$ cat src/rtl/clc_pkg.sv
// ----------------------------------------------------------------------------
// clc_pkg
// Shared types, constants and the microcode table for the card number
// classifier
// ----------------------------------------------------------------------------
package clc_pkg;

    localparam int CARD_W      = 54;
    localparam int MAX_DIGITS  = 16;
    localparam int BCD_DIGITS  = 17;
    localparam int BCD_W       = 4 * BCD_DIGITS;
    localparam int IDX_W       = 5;
    localparam int CNT_W       = 6;
    localparam int PC_W        = 3;

    typedef enum logic [1:0] {
        TYPE_INVALID = 2'd0,
        TYPE_AMEX    = 2'd1,
        TYPE_MASTER  = 2'd2,
        TYPE_VISA    = 2'd3
    } t_card_type;

    typedef enum logic [2:0] {
        OP_NOP,
        OP_LOAD,
        OP_DABBLE,
        OP_SCAN,
        OP_FINISH
    } t_op;

    typedef enum logic [1:0] {
        CTR_HOLD,
        CTR_LOAD_BITS,
        CTR_LOAD_DIGITS,
        CTR_DEC
    } t_ctr;

    typedef enum logic [2:0] {
        COND_NEVER,
        COND_ALWAYS,
        COND_NO_INPUT,
        COND_CNT_NZ,
        COND_OUT_FULL
    } t_cond;

    typedef struct packed {
        t_op              op;
        t_ctr             ctr;
        t_cond            cond;
        logic [PC_W-1:0]  target;
    } t_cword;

    typedef struct packed {
        t_op              op;
        logic [IDX_W-1:0] idx;
    } t_dp_ctrl;

    // program: take a number, shift-add-three, scan digits, hand over
    function automatic t_cword clc_rom(input logic [PC_W-1:0] pc);
        t_cword w;
        case (pc)
            3'd0:    w = '{OP_LOAD,   CTR_LOAD_BITS,   COND_NO_INPUT, 3'd0};
            3'd1:    w = '{OP_DABBLE, CTR_DEC,         COND_CNT_NZ,   3'd1};
            3'd2:    w = '{OP_NOP,    CTR_LOAD_DIGITS, COND_NEVER,    3'd0};
            3'd3:    w = '{OP_SCAN,   CTR_DEC,         COND_CNT_NZ,   3'd3};
            3'd4:    w = '{OP_FINISH, CTR_HOLD,        COND_OUT_FULL, 3'd4};
            3'd5:    w = '{OP_NOP,    CTR_HOLD,        COND_ALWAYS,   3'd0};
            default: w = '{OP_NOP,    CTR_HOLD,        COND_ALWAYS,   3'd0};
        endcase
        return w;
    endfunction

    // doubled digit with its digit sum folded in
    function automatic logic [3:0] luhn_double(input logic [3:0] d);
        logic [4:0] p;
        p = {d, 1'b0};
        if (p >= 5'd10) begin
            p = p - 5'd9;
        end
        return p[3:0];
    endfunction

endpackage

$ cat src/rtl/clc_card_if.sv
// ----------------------------------------------------------------------------
// clc_card_if
// Input channel: one card number per transaction
// ----------------------------------------------------------------------------
interface clc_card_if;
    import clc_pkg::*;

    logic              valid;
    logic              ready;
    logic [CARD_W-1:0] card_number;

    modport source (output valid, output card_number, input ready);
    modport sink   (input valid, input card_number, output ready);
endinterface

$ cat src/rtl/clc_result_if.sv
// ----------------------------------------------------------------------------
// clc_result_if
// Output channel: card type and checksum flag per transaction
// ----------------------------------------------------------------------------
interface clc_result_if;
    logic       valid;
    logic       ready;
    logic [1:0] card_type;
    logic       checksum_ok;

    modport source (output valid, output card_type, output checksum_ok, input ready);
    modport sink   (input valid, input card_type, input checksum_ok, output ready);
endinterface

$ cat src/rtl/clc_datapath.sv
// ----------------------------------------------------------------------------
// clc_datapath
// Binary to BCD shift register, Luhn digit accumulator and prefix tracker,
// driven one control word per cycle
// ----------------------------------------------------------------------------
module clc_datapath
    import clc_pkg::*;
(
    input  logic              i_clk,
    input  t_dp_ctrl          i_ctrl,
    input  logic [CARD_W-1:0] i_card_number,
    output t_card_type        o_card_type,
    output logic              o_checksum_ok
);

    logic [CARD_W-1:0] r_bin,  n_bin;
    logic [BCD_W-1:0]  r_bcd,  n_bcd;
    logic [3:0]        r_sum,  n_sum;
    logic [IDX_W-1:0]  r_len,  n_len;
    logic [3:0]        r_prev, n_prev;
    logic [3:0]        r_msd,  n_msd;
    logic [3:0]        r_nsd,  n_nsd;

    logic [BCD_W-1:0]  adj;
    logic [3:0]        digit;
    logic [3:0]        term;
    logic [4:0]        acc;
    t_card_type        cls;

    always_comb begin
        for (int k = 0; k < BCD_DIGITS; k++) begin
            adj[4*k +: 4] = (r_bcd[4*k +: 4] >= 4'd5) ? r_bcd[4*k +: 4] + 4'd3
                                                       : r_bcd[4*k +: 4];
        end
        digit = r_bcd[3:0];
        term  = i_ctrl.idx[0] ? luhn_double(digit) : digit;
        acc   = {1'b0, r_sum} + {1'b0, term};

        n_bin  = r_bin;
        n_bcd  = r_bcd;
        n_sum  = r_sum;
        n_len  = r_len;
        n_prev = r_prev;
        n_msd  = r_msd;
        n_nsd  = r_nsd;
        case (i_ctrl.op)
            OP_LOAD: begin
                n_bin  = i_card_number;
                n_bcd  = '0;
                n_sum  = '0;
                n_len  = '0;
                n_prev = '0;
                n_msd  = '0;
                n_nsd  = '0;
            end
            OP_DABBLE: begin
                n_bcd = {adj[BCD_W-2:0], r_bin[CARD_W-1]};
                n_bin = {r_bin[CARD_W-2:0], 1'b0};
            end
            OP_SCAN: begin
                n_bcd  = {4'd0, r_bcd[BCD_W-1:4]};
                n_sum  = (acc >= 5'd10) ? 4'(acc - 5'd10) : acc[3:0];
                n_prev = digit;
                if (digit != 4'd0) begin
                    n_len = i_ctrl.idx + IDX_W'(1);
                    n_msd = digit;
                    n_nsd = r_prev;
                end
            end
            default: begin
            end
        endcase
    end

    always_ff @(posedge i_clk) begin
        r_bin  <= n_bin;
        r_bcd  <= n_bcd;
        r_sum  <= n_sum;
        r_len  <= n_len;
        r_prev <= n_prev;
        r_msd  <= n_msd;
        r_nsd  <= n_nsd;
    end

    // class from length and leading two digits
    always_comb begin
        cls = TYPE_INVALID;
        if (r_len == IDX_W'(15) && r_msd == 4'd3 && (r_nsd == 4'd4 || r_nsd == 4'd7)) begin
            cls = TYPE_AMEX;
        end else if (r_len == IDX_W'(16) && r_msd == 4'd5 &&
                     r_nsd >= 4'd1 && r_nsd <= 4'd5) begin
            cls = TYPE_MASTER;
        end else if ((r_len == IDX_W'(13) || r_len == IDX_W'(16)) && r_msd == 4'd4) begin
            cls = TYPE_VISA;
        end
    end

    assign o_checksum_ok = (r_len <= IDX_W'(MAX_DIGITS)) && (r_sum == 4'd0);
    assign o_card_type   = o_checksum_ok ? cls : TYPE_INVALID;

endmodule

$ cat src/rtl/card_number_luhn_classifier.sv
// ----------------------------------------------------------------------------
// card_number_luhn_classifier
// Luhn mod-10 check and card type classification of a binary card number
// ----------------------------------------------------------------------------
// i_card carries one 54-bit card number per transaction, o_result returns
// one card type and checksum flag per number, both valid/ready.
// a small microcode program steps a datapath: it takes the number, runs
// shift-add-three steps over all 54 bits for the BCD conversion, sets up
// the digit counter, scans the 17 BCD digits, loads the output register
// and returns to the start. the BCD loop and the one-digit scan lane set
// the time per number.
// i_card.ready is high only in the program's first step.
// the output register holds its result until o_result.ready; while it is
// still full the program waits in its hand-over step, so a stalled
// receiver stalls the block after one finished result.
// reset clears the step counter and the output valid flag; the block is
// ready for a number in the first cycle after reset.
// ----------------------------------------------------------------------------
module card_number_luhn_classifier
    import clc_pkg::*;
(
    input  logic       i_clk,
    input  logic       i_rst_n,
    clc_card_if.sink   i_card,
    clc_result_if.source o_result
);

    logic [PC_W-1:0]  r_pc,  n_pc;
    logic [CNT_W-1:0] r_cnt, n_cnt;
    logic             r_out_valid;
    logic [1:0]       r_out_type;
    logic             r_out_ok;

    t_cword     cw;
    t_dp_ctrl   dp_ctrl;
    t_card_type dp_type;
    logic       dp_ok;
    logic       out_full;
    logic       take;

    assign cw       = clc_rom(r_pc);
    assign out_full = r_out_valid && !o_result.ready;

    always_comb begin
        case (cw.cond)
            COND_NEVER:    take = 1'b0;
            COND_ALWAYS:   take = 1'b1;
            COND_NO_INPUT: take = !i_card.valid;
            COND_CNT_NZ:   take = (r_cnt != '0);
            COND_OUT_FULL: take = out_full;
            default:       take = 1'b0;
        endcase
        n_pc = take ? cw.target : r_pc + PC_W'(1);

        case (cw.ctr)
            CTR_HOLD:        n_cnt = r_cnt;
            CTR_LOAD_BITS:   n_cnt = CNT_W'(CARD_W - 1);
            CTR_LOAD_DIGITS: n_cnt = CNT_W'(BCD_DIGITS - 1);
            CTR_DEC:         n_cnt = r_cnt - CNT_W'(1);
            default:         n_cnt = r_cnt;
        endcase

        dp_ctrl.op  = (cw.op == OP_LOAD && !i_card.valid) ? OP_NOP : cw.op;
        dp_ctrl.idx = IDX_W'(BCD_DIGITS - 1) - r_cnt[IDX_W-1:0];
    end

    clc_datapath u_datapath (
        .i_clk         (i_clk),
        .i_ctrl        (dp_ctrl),
        .i_card_number (i_card.card_number),
        .o_card_type   (dp_type),
        .o_checksum_ok (dp_ok)
    );

    always_ff @(posedge i_clk) begin
        if (!i_rst_n) begin
            r_pc        <= '0;
            r_cnt       <= '0;
            r_out_valid <= 1'b0;
        end else begin
            r_pc  <= n_pc;
            r_cnt <= n_cnt;
            if (cw.op == OP_FINISH && !out_full) begin
                r_out_valid <= 1'b1;
            end else if (o_result.ready) begin
                r_out_valid <= 1'b0;
            end
        end
        if (cw.op == OP_FINISH && !out_full) begin
            r_out_type <= dp_type;
            r_out_ok   <= dp_ok;
        end
    end

    assign i_card.ready         = (cw.op == OP_LOAD);
    assign o_result.valid       = r_out_valid;
    assign o_result.card_type   = r_out_type;
    assign o_result.checksum_ok = r_out_ok;

endmodule

$ cat src/flat_wrapper.sv
// flat-port wrapper written by rule: the top's interface ports become plain ports
module card_number_luhn_classifier_flat import clc_pkg::*;
  (i_clk, i_rst_n, i_card_valid, i_card_card_number, i_card_ready, o_result_valid, o_result_card_type, o_result_checksum_ok, o_result_ready);
  clc_card_if i_card_i ();
  clc_result_if o_result_i ();
  input  logic i_clk;
  input  logic i_rst_n;
  input wire logic [$bits(i_card_i.valid)-1:0] i_card_valid;
  input wire logic [$bits(i_card_i.card_number)-1:0] i_card_card_number;
  output wire logic [$bits(i_card_i.ready)-1:0] i_card_ready;
  output wire logic [$bits(o_result_i.valid)-1:0] o_result_valid;
  output wire logic [$bits(o_result_i.card_type)-1:0] o_result_card_type;
  output wire logic [$bits(o_result_i.checksum_ok)-1:0] o_result_checksum_ok;
  input wire logic [$bits(o_result_i.ready)-1:0] o_result_ready;
  assign i_card_i.valid = i_card_valid;
  assign i_card_i.card_number = i_card_card_number;
  assign i_card_ready = i_card_i.ready;
  assign o_result_valid = o_result_i.valid;
  assign o_result_card_type = o_result_i.card_type;
  assign o_result_checksum_ok = o_result_i.checksum_ok;
  assign o_result_i.ready = o_result_ready;
  card_number_luhn_classifier u_core (.i_clk(i_clk), .i_rst_n(i_rst_n), .i_card(i_card_i), .o_result(o_result_i));
endmodule
$ cat config.mk
export PLATFORM = sky130hd
export DESIGN_NAME = card_number_luhn_classifier_flat
export DESIGN_NICKNAME = d
export VERILOG_FILES = /design/src/rtl/clc_pkg.sv /design/src/rtl/clc_card_if.sv /design/src/rtl/clc_result_if.sv /design/src/rtl/clc_datapath.sv /design/src/rtl/card_number_luhn_classifier.sv /design/src/flat_wrapper.sv
export SDC_FILE = /design/constraint.sdc
export NUM_CORES = 1
export LEC_CHECK = 0
export ABC_AREA = 1
export BUFFER_PORTS_ARGS = -buffer_cell sky130_fd_sc_hd__buf_2
export CORE_MARGIN = 2
export CORE_UTILIZATION = 55
export DETAILED_ROUTE_END_ITERATION = 7
export GPL_TIMING_DRIVEN = 0
export PLACE_DENSITY = 0.74
export SETUP_SLACK_MARGIN = 0.4
export SLEW_MARGIN = 15
export SYNTH_ARGS = -nofsm -noshare
export SYNTH_HDL_FRONTEND = slang
export SYNTH_SLANG_ARGS = --single-unit
export TNS_END_PERCENT = 50
$ cat constraint.sdc
create_clock -name i_clk -period 4.6 [get_ports i_clk]
set_input_delay 0.92 -clock i_clk [delete_from_list [all_inputs] [get_ports i_clk]]
set_output_delay 0.92 -clock i_clk [all_outputs]
set_load 0.01 [all_outputs]
---- Word level (Yosys, flattened, before mapping) ----
Index checks and enable logic that the tools add are counted.
word-level totals
  output and inout bits ................... 5
  bits of input ports ..................... 58
  flip-flop bits (word level) ............. 156
  word-level logic and storage cells ...... 151
operators by class
  equal/unequal tests ..................... 25
  bitwise operators ....................... 1
  $lt $le $gt $ge ......................... 22
  reductions and logical operators ........ 26
  multiplexer cells ....................... 40
  add/subtract/negate cells ............... 24
operators by type and width
  operator                                              number
  case mux 68 bit (3 select lines)                      1
  case mux 54 bit (2 select lines)                      1
  2-to-1 mux 4 bit                                      21
  >= comparator 4 x 3 -> 1 bit (second input constant)  17
  adder 4 x 2 -> 4 bit (second input constant)          16
  case mux 11 bit (5 select lines)                      1
  case mux 4 bit (2 select lines)                       4
  equality test 3 x 2 -> 1 bit (second input constant)  6
  case mux 6 bit (3 select lines)                       1
  equality test 4 x 3 -> 1 bit (second input constant)  4
  equality test 3 x 1 -> 1 bit (second input constant)  4
  equality test 5 x 4 -> 1 bit (second input constant)  2
  >= comparator 5 x 4 -> 1 bit (second input constant)  2
  logical AND 1 bit                                     10
  case mux 5 bit (2 select lines)                       1
  equality test 3 bit (second input constant)           3
  2-to-1 mux 3 bit                                      3
  subtractor 4 bit (second input constant)              2
  nonzero test 2 bit                                    3
  nonzero test 6 bit                                    1
  subtractor 6 x 1 -> 6 bit (second input constant)     1
  adder 4 x 4 -> 5 bit                                  1
  adder 5 x 1 -> 5 bit (second input constant)          1
  equality test 5 bit (second input constant)           1
  24 further kinds                                      31

---- Logic depth before layout (Yosys ltp) ----
Gate-level depths: netlist of run 1.
  word-level depth ........................ 8
  depth in mapped cells ................... 19
  gate-level depth less buffers ........... 19

---- By module ----
Synthesis of run 1 repeated with hierarchy kept, for this count alone.
unflattened totals
  cells, all modules ...................... 954
  area total of the unflattened synthesis .. 8848.5 um2
modules (own cells, without submodules)
  module                       area each (um2)  instances  cells each
  clc_datapath                 8036.5           1          849
  card_number_luhn_classifier  812.0            1          105

---- Worst setup path after synthesis of run 1 ----
No wires, ideal clock.
  kind .................................... reg2reg
  start ................................... reg u_core.r_pc[0]
  end ..................................... reg u_core.u_datapath.r_bcd[0] (enable)
  slack ................................... 1.331 ns
  data arrival time ....................... 2.841 ns
  setup time .............................. 0.428 ns
  required time ........................... 4.172 ns
  cell stages (with the launch flop) ...... 8
  period minus slack after synthesis ...... 3.269 ns
  path buffers ............................ 0
  cell sequence ........................... dfxtp_1 > inv_2 > ha_1 > nand2_1 > inv_1 > nor3_1 > nand2_1 > nand2_1
on the way
  cells in the longest elaborated chain, start to end .. 7
  elaborated cells on any way between the ends .. 13
ends and longest elaborated chain
  element                                                                              line                               text
  start: declaration                                                                   card_number_luhn_classifier.sv:28  logic [PC_W-1:0] r_pc, n_pc;
  start signal: assignment                                                             card_number_luhn_classifier.sv:81  r_pc <= n_pc;
  equality test 3 bit (tied with other cells)                                          clc_pkg.sv:61                      case (pc)
  case mux 11 bit (5 select lines) (*)                                                 clc_pkg.sv:61
  equality test 3 x 1 -> 1 bit (*)                                                     -
  named net i_card_ready                                                               flat_wrapper.sv:10                 output wire logic [$bits(i_card_i.ready)-1:0] i_card_ready;
  logical AND 1 bit (*)                                                                card_number_luhn_classifier.sv:63  dp_ctrl.op = (cw.op == OP_LOAD && !i_card.valid) ? OP_NOP : cw.op;
  2-to-1 mux 3 bit (*)                                                                 card_number_luhn_classifier.sv:63
  equality test 3 x 2 -> 1 bit / equality test 3 x 1 -> 1 bit (equally long branches)  clc_datapath.sv:46                 case (i_ctrl.op)
  nonzero test 3 bit (no source line) (*)                                              -
  end signal: assignment                                                               clc_datapath.sv:77                 r_bcd <= n_bcd;
  end: declaration                                                                     clc_datapath.sv:17                 logic [BCD_W-1:0] r_bcd, n_bcd;
Mark *: on every way through the listed nets, which the timed path passes. The rest lies on a longest branch.
A chain may end at the register's enable or synchronous reset.

---- Worst setup path in the final report of run 1 ----
  start ................................... reg u_core.u_datapath.r_bcd[0]
  end ..................................... reg u_core.u_datapath.r_sum[2] (data pin)
on the way
  cells in the longest elaborated chain, start to end .. 7
  elaborated cells on any way between the ends .. 9
ends and longest elaborated chain
  element                                                                  line                          text
  subtractor 4 bit / >= comparator 5 x 4 -> 1 bit (equally long branches)  clc_pkg.sv:78, clc_pkg.sv:77
  2-to-1 mux 4 bit                                                         clc_pkg.sv:77                 if (p >= 5'd10) begin
  2-to-1 mux 4 bit (*)                                                     clc_datapath.sv:36            term = i_ctrl.idx[0] ? luhn_double(digit) : digit;
  adder 4 x 4 -> 5 bit (*)                                                 clc_datapath.sv:37            acc = {1'b0, r_sum} + {1'b0, term};
  subtractor 4 bit / >= comparator 5 x 4 -> 1 bit (equally long branches)  clc_datapath.sv:62            n_sum = (acc >= 5'd10) ? 4'(acc - 5'd10) : acc[3:0];
  2-to-1 mux 4 bit (*)                                                     clc_datapath.sv:62
  case mux 4 bit (2 select lines) (*)                                      clc_datapath.sv:46
  end signal: assignment                                                   clc_datapath.sv:78            r_sum <= n_sum;
  end: declaration                                                         clc_datapath.sv:18            logic [3:0] r_sum, n_sum;
Mark *: on every way between the ends. The rest lies on a longest branch, timed or not.

==> key figures, run 1 <==
Job
  • Max_cap viols: 0

Floorplan
  • Starting Density: 0.5624
  • Chip Width: 128.7 µm
  • Boundary Pins: 63
  • Die height: 128.7 µm
  • FP Rows: 45
  • Placeable core area: 15200 µm²
  • Die Area: 16560 µm²

Cells and area
  • Final core utilization: 0.6400
  • Final layout net count: 1120
  • Cell area after layout: 9729 µm²
  • Final Non-Filler Cells: 1215
  • Antenna diodes: 0
  • Syn-to-layout area delta: 13.80%
  • Layout cells sized above 1: 0.1412

Worst setup path
  • R2R Setup Slk: 1.23 ns
  • Worst EP required: 4.78 ns
  • Crit-path cells: inv_1 -> ha_1 -> inv_1 -> nand2_1 -> nand3_1 -> xor2_1 -> o21ai_0 -> inv_1 -> fa_1 -> inv_1 -> nand2_1 -> and2_1 -> ha_1 -> nand2_1 -> nand3_1 -> a21oi_1 -> nor2_1
  • CP max stage cell: fa_1
  • CP Data Arrival Time: 3.54 ns
  • CP endpoint kind: register
  • Crit-path max FO: 5
  • Top Family by Delay on Critical Path: adder cells
  • WP buf/inv: 4
  • CP most frequent cell: inv_1
  • Crit path largest cell delay: 0.43 ns
  • Kind of critical path: register to register
  • Critical path launch point type: register

Power and ir drop
  • Static leakage: 4.179 nW
  • PwrDens: 770.8 nW/µm²
  • Combinational power share: 0.425
  • Peak VDD IR: 0.3244 mV
  • Internal power: 4.380 mW
  • Seq pwr share: 0.392
  • Switching power total: 3.120 mW
  • Clock network fraction of total power: 0.183
  • PnR Total Power: 7.499 mW
  • Sw Ratio: 0.4160

Place
  • PortBufs: 62
  • Post-Place Cell Area: 9153 µm²
  • DP HPWL: 12.15 mm
  • Number of placed cells counting well taps: 1183
  • Pre-CTS WS: 1.270 ns
  • Final Wtd Congestion: 0.8514

Yosys
  • Biggest area consumer among synthesized cells: edfxtp_1
  • Number of flops mapped to enable cells by yosys: 146
  • Mean post-synth cell area: 9.183 µm²
  • Mapped Cells: 931
  • Syn. warnings: 0
  • Main flop type after synthesis: edfxtp_1
  • #FFs+latches synth: 156
  • Syn nets: 1037
  • Cell area after synthesis: 8549 µm²
  • Top cells by area, synth: edfxtp_1 (51%), nand2_1 (11%), ha_1 (6.9%)
  • Post-synth cell types: 38
  • Async SR Flop Fraction: 0
  • Sequential-to-total area share from yosys stat: 0.5362
  • Yosys top cell area share: 0.5128

STA
  • Final WS setup: 1.235 ns
  • Final hold slack: 0.4708 ns
  • Worst Skew: 0.01319 ns
  • Final Cycle Share: 0.7316
  • Highest clock rate: 297.1 MHz
  • Setup TNS: 0 ns
  • Final hold violations: 0
  • Setup violators final: 0
  • Unrepaired setup endpoints after global routing: no
  • Slew Viols, Final: 0
  • Tmin final: 3.365 ns
  • Max_slew headroom: 0.5622
  • Slew @ Worst Pin: 0.6516 ns

Routing
  • Final wirelength: 17.87 mm
  • Drt first-iter violations: 481
  • DRC: 0
  • Avg WL per Cell: 14.71 µm
  • DR pass1 iterations: 7
  • Detailed-route vias per instance: 5.374
  • Vias: 6530
  • Final ANT Viol Nets: 0

Clocking
  • Root Buffer: clkbuf_16
  • # H-tree levels: 4
  • CTS tree: done
  • CTS resizes: 0
  • Worst-path clk slew: 0.06 ns
  • Max Buffers Root-to-Sink: 2
  • Clk sinks: 156
  • Total CTS buffers: 17
  • CTS Hold Bufs: 0
  • Post-CTS Setup Bufs: 0
  • Skew-Pair Late Insertion Delay: 0.43 ns

Global routing
  • Vias in the first global route: 6044
  • Initial antenna violation count: 0
  • First-pass GRT wire length: 28.88 mm
  • Remaining Overflow, GRT: 0
  • Largest net degree at the start of global routing: 59
  • GRT Resource Usage Total: 0.2232

Status
  • Status: complete, no violations

Worst hold path
  • Worst hold path class: register to register
state kept, by name (all words and copies together), names as in the netlist:
signal and flops:
u_core.o_result.valid 1, u_core.u_datapath.r_msd 4, u_core.u_datapath.r_prev 4, u_core.u_datapath.r_bin 54, u_core.u_datapath.r_sum 4, u_core.u_datapath.r_bcd 68
u_core.o_result.checksum_ok 1, u_core.u_datapath.r_len 5, u_core.u_datapath.r_nsd 4, u_core.r_cnt 6, u_core.r_pc 3, u_core.o_result.card_type 2
final timing paths:
check | from | end | cells past startpoint
hold reg to reg | u_core.r_cnt[1] | u_core.r_cnt[1] | 2
setup reg to reg | u_core.u_datapath.r_bcd[0] | u_core.u_datapath.r_sum[2] | 17
hold / removal | u_core.r_cnt[1] | u_core.r_cnt[1] | 2
setup / recovery | u_core.u_datapath.r_bcd[0] | u_core.u_datapath.r_sum[2] | 17
power groups by stage:
stage                     registers (mW)  clock network (mW)  logic [mW]
after global placement              2.98                   0        3.01
after detailed placement            2.94                   0        3.15
final                               2.94                1.37        3.19
after CTS                           2.93                1.39        3.18
after global routing                3.02                1.45        3.63
after floorplan                     2.86                   0        2.38
cells in the mapped netlist, types with 4 or more instances:
cell and number:
ha_1 47, a21oi_1 46, nand3_1 17, inv_2 6, xor2_1 17, o32ai_2 4, dfxtp_1 10, nand2_1 252
inv_1 105, nor3_1 5, nor2_1 90, o32ai_1 6, o21ai_1 17, o22ai_1 32, buf_2 23, edfxtp_1 146
o21ai_0 76, nand4_1 4
final cells by class:
class,count,area (µm²)
timing repair buffer,64,357.8
fill,1279,5473
tap,188,235.2
inverter,111,416.7
clock buffer,18,429.2
buffer,27,156.4
clock inverter,14,147.6
multi-input combinational,637,3402
sequential,156,4584
worst register-to-register path, stage by stage, from the launching register on:
cell and delay [ns]:
edfxtp_1 0.41, inv_1 0.17, ha_1 0.18, inv_1 0.04, nand2_1 0.07, nand3_1 0.16, xor2_1 0.20, o21ai_0 0.36
inv_1 0.11, fa_1 0.43, inv_1 0.07, nand2_1 0.06, and2_1 0.15, ha_1 0.22, nand2_1 0.07, nand3_1 0.14
a21oi_1 0.17, nor2_1 0.09
per-layer routing:
layer	GRT usage	routed length (µm)	part of all wire
met1	0.3030	8187	0.46
met3	0.05281	1007	0.056
met2	0.3573	8414	0.47
met5	0	0	0
met4	0.07353	258	0.014
placed cells by master, fill, tap and decap left out, types with 2 or more instances in the layout:
master,n
ha_1,47
o31ai_2,3
nand4_1,4
o32ai_2,4
inv_1,105
o22ai_1,32
a21oi_1,46
o21ai_0,76
clkbuf_16,17
nor2_1,90
edfxtp_1,146
dfxtp_1,10
inv_2,6
o21bai_1,2
nand2_2,3
buf_2,85
o21ai_1,17
xor2_1,17
buf_6,3
bufinv_16,2
nor2_2,3
o32ai_1,6
clkinv_4,3
nand2_1,250
clkinvlp_4,6
clkinv_1,2
nor3_1,5
nand3_1,17
kinds of logic after synthesis:
| family | count (synthesis) | synth area share |
|---|---|---|
| AO/OA/AOI/OAI | 194 | 0.1329 |
| XOR/XNOR | 18 | 0.01844 |
| adder cells (fa/ha/maj) | 48 | 0.07113 |
| buffers and inverters | 138 | 0.06703 |
| flip-flops | 156 | 0.5362 |
| AND/OR/NAND/NOR | 377 | 0.1743 |
No activity file was read; power rests on OpenSTA's default activity.
==> run 2: changes to the inputs <==
Settings changed: PLACE_DENSITY 0.74 to 0.77.
Clock period 4.6 ns to 3 ns, I/O delays scaled along.
==> key figures, run 2 (synthesis gave the netlist of run 1 again) <==
Worst setup path
  • Crit-path cells: inv_2 -> ha_4 -> inv_2 -> nand2_4 -> nand3_4 -> xor2_2 -> o21ai_2 -> inv_2 -> fa_2 -> inv_2 -> nand2_2 -> and2_4 -> ha_4 -> nand2_4 -> nand3_4 -> a21oi_2 -> nor2_1
  • Worst R2R Start: u_core.u_datapath.r_bcd[0]
  • CP endpoint kind: register
  • R2r endpoint: u_core.u_datapath.r_sum[1]
  • CP Data Arrival Time: 2.97 ns
  • Crit path from: u_core.u_datapath.r_bcd[0]
  • Crit-path max FO: 5
  • CP Depth: 17
  • Kind of critical path: register to register
  • Setup crit end: u_core.u_datapath.r_sum[1]
  • WP buf/inv: 4
  • Reg2reg path depth: 17
  • R2R Setup Slk: 0.21 ns
  • CP most frequent cell: inv_2
  • Crit path largest cell delay: 0.44 ns
  • Worst EP required: 3.18 ns
  • CP max stage cell: edfxtp_1
  • Critical path launch point type: register
  • Top Family by Delay on Critical Path: adder cells

STA
  • Setup violators final: 0
  • Max_slew headroom: 0.5257
  • Worst Skew: 0.007459 ns
  • Final Cycle Share: 0.9308
  • Final hold slack: 0.4357 ns
  • Slew Viols, Final: 0
  • Slew @ Worst Pin: 0.7060 ns
  • Unrepaired setup endpoints after global routing: yes
  • Final hold violations: 0
  • Highest clock rate: 358.1 MHz
  • Tmin final: 2.792 ns
  • Final WS setup: 0.2076 ns

Clocking
  • Clk sinks: 156
  • Skew-Pair Late Insertion Delay: 0.43 ns
  • Total CTS buffers: 17
  • Worst-path clk slew: 0.06 ns
  • CTS tree: done
  • Max Buffers Root-to-Sink: 2
  • # H-tree levels: 4
  • Root Buffer: clkbuf_16

Global routing
  • Largest net degree at the start of global routing: 69
  • First-pass GRT wire length: 30.02 mm
  • GRT Resource Usage Total: 0.2322
  • Remaining Overflow, GRT: 0
  • Vias in the first global route: 6289
  • Initial antenna violation count: 0

Routing
  • Final wirelength: 18.88 mm
  • Avg WL per Cell: 15.32 µm
  • DR pass1 iterations: 5
  • Drt first-iter violations: 555
  • DRC: 0
  • Vias: 6753
  • Detailed-route vias per instance: 5.481
  • Final ANT Viol Nets: 0

Status
  • Status: complete, no violations

Power and ir drop
  • Peak VDD IR: 0.5673 mV
  • Static leakage: 4.308 nW
  • PnR Total Power: 12.47 mW
  • PwrDens: 1245 nW/µm²

Floorplan
  • Starting Density: 0.5624
  • Placeable core area: 15200 µm²
  • Die height: 128.7 µm
  • FP Rows: 45
  • Die Area: 16560 µm²
  • Boundary Pins: 63
  • Chip Width: 128.7 µm

Job
  • Max_cap viols: 0

Cells and area
  • Antenna diodes: 0
  • Largest regs: u_core.u_datapath.r_bcd (68), u_core.u_datapath.r_bin (54), u_core.r_cnt (6)
  • Biggest register: u_core.u_datapath.r_bcd
  • Most common cell after layout, fill and taps aside: nand2_1
  • Fill cells: 1193
  • Final core utilization: 0.6588
  • Syn-to-layout area delta: 17.14%
  • Final layout net count: 1137
  • Layout cells sized above 1: 0.1782
  • Largest register FFs: 68
  • Most frequent cells in the layout: nand2_1 (245), edfxtp_1 (146), inv_1 (100)

Place
  • Pre-CTS WS: -0.3428 ns
  • DP HPWL: 11.97 mm
  • Final Wtd Congestion: 0.8311
  • PortBufs: 62

Worst hold path
  • Worst hold path class: input port to register
-- run 2: cell types whose count changed in the layout (fill, tap and decap cells not counted), sizes merged --
cell	delta
inv	-1
clkinv	-1
buf	+17
clkinvlp	-4
clkbuf	+3
bufinv	+3
-- run 2: layer usage --
layer  wire length, µm  track usage
met1              8400       0.3045
met4               370      0.08951
met5                 0            0
met3               991      0.04241
met2              9114       0.3869
-- run 2: worst min path at each step --
stage                            from                           to  slack [ns]  depth (start not counted)
2_1_floorplan         u_core.r_cnt[1]              u_core.r_cnt[1]        0.44                          2
3_3_place_gp          u_core.r_cnt[1]              u_core.r_cnt[1]        0.45                          2
3_5_place_dp          u_core.r_cnt[1]              u_core.r_cnt[1]        0.46                          2
4_1_cts        i_card_card_number[28]  u_core.u_datapath.r_bin[28]        0.43                          3
5_1_grt        i_card_card_number[10]  u_core.u_datapath.r_bin[10]        0.44                          3
6_report       i_card_card_number[28]  u_core.u_datapath.r_bin[28]        0.44                          3
-- run 2: worst min-delay path: stages --
cell	delay, ns
buf_2	0.07
nand2_1	0.04
nand2_1	0.05
-- run 2: repair_timing --
item                       4_1_cts  5_1_grt
gates resized for setup         28       12
setup endpoints to repair       57      125
buffers inserted                15        4
hold buffers                     0        0
pin swaps                       12        8
-- run 2: report_power, final --
| part | switching [mW] | internal [mW] | total, mW |
|---|---|---|---|
| logic | 3.60 | 2.01 | 5.61 |
| registers | 0.670 | 3.86 | 4.53 |
| clock network | 0.848 | 1.48 | 2.32 |
| total | 5.12 | 7.35 | 12.5 |
-- run 2: through the flow --
step | cells | area, µm² | setup TNS (ns)
after CTS | 1228 | 9951 | 0
final | 1232 | 10010 | 0
after detailed placement | 1181 | 9105 | -0.8635
after global placement | 1181 | 9105 | -0.6439
after global routing | 1232 | 10010 | 0
after floorplan | 931 | 8559 | 0
-- run 2: layout make-up --
| class | instances | area, µm² | share of cell area |
|---|---|---|---|
| buffer | 27 | 156.4 | 0.01562 |
| clock buffer | 21 | 440.4 | 0.04398 |
| clock inverter | 11 | 192.7 | 0.01924 |
| inverter | 111 | 416.7 | 0.04160 |
| multi-input combinational | 637 | 3536 | 0.3531 |
| sequential | 156 | 4584 | 0.4578 |
| tap | 188 | 235.2 | 0.02349 |
| timing repair buffer | 81 | 452.9 | 0.04523 |
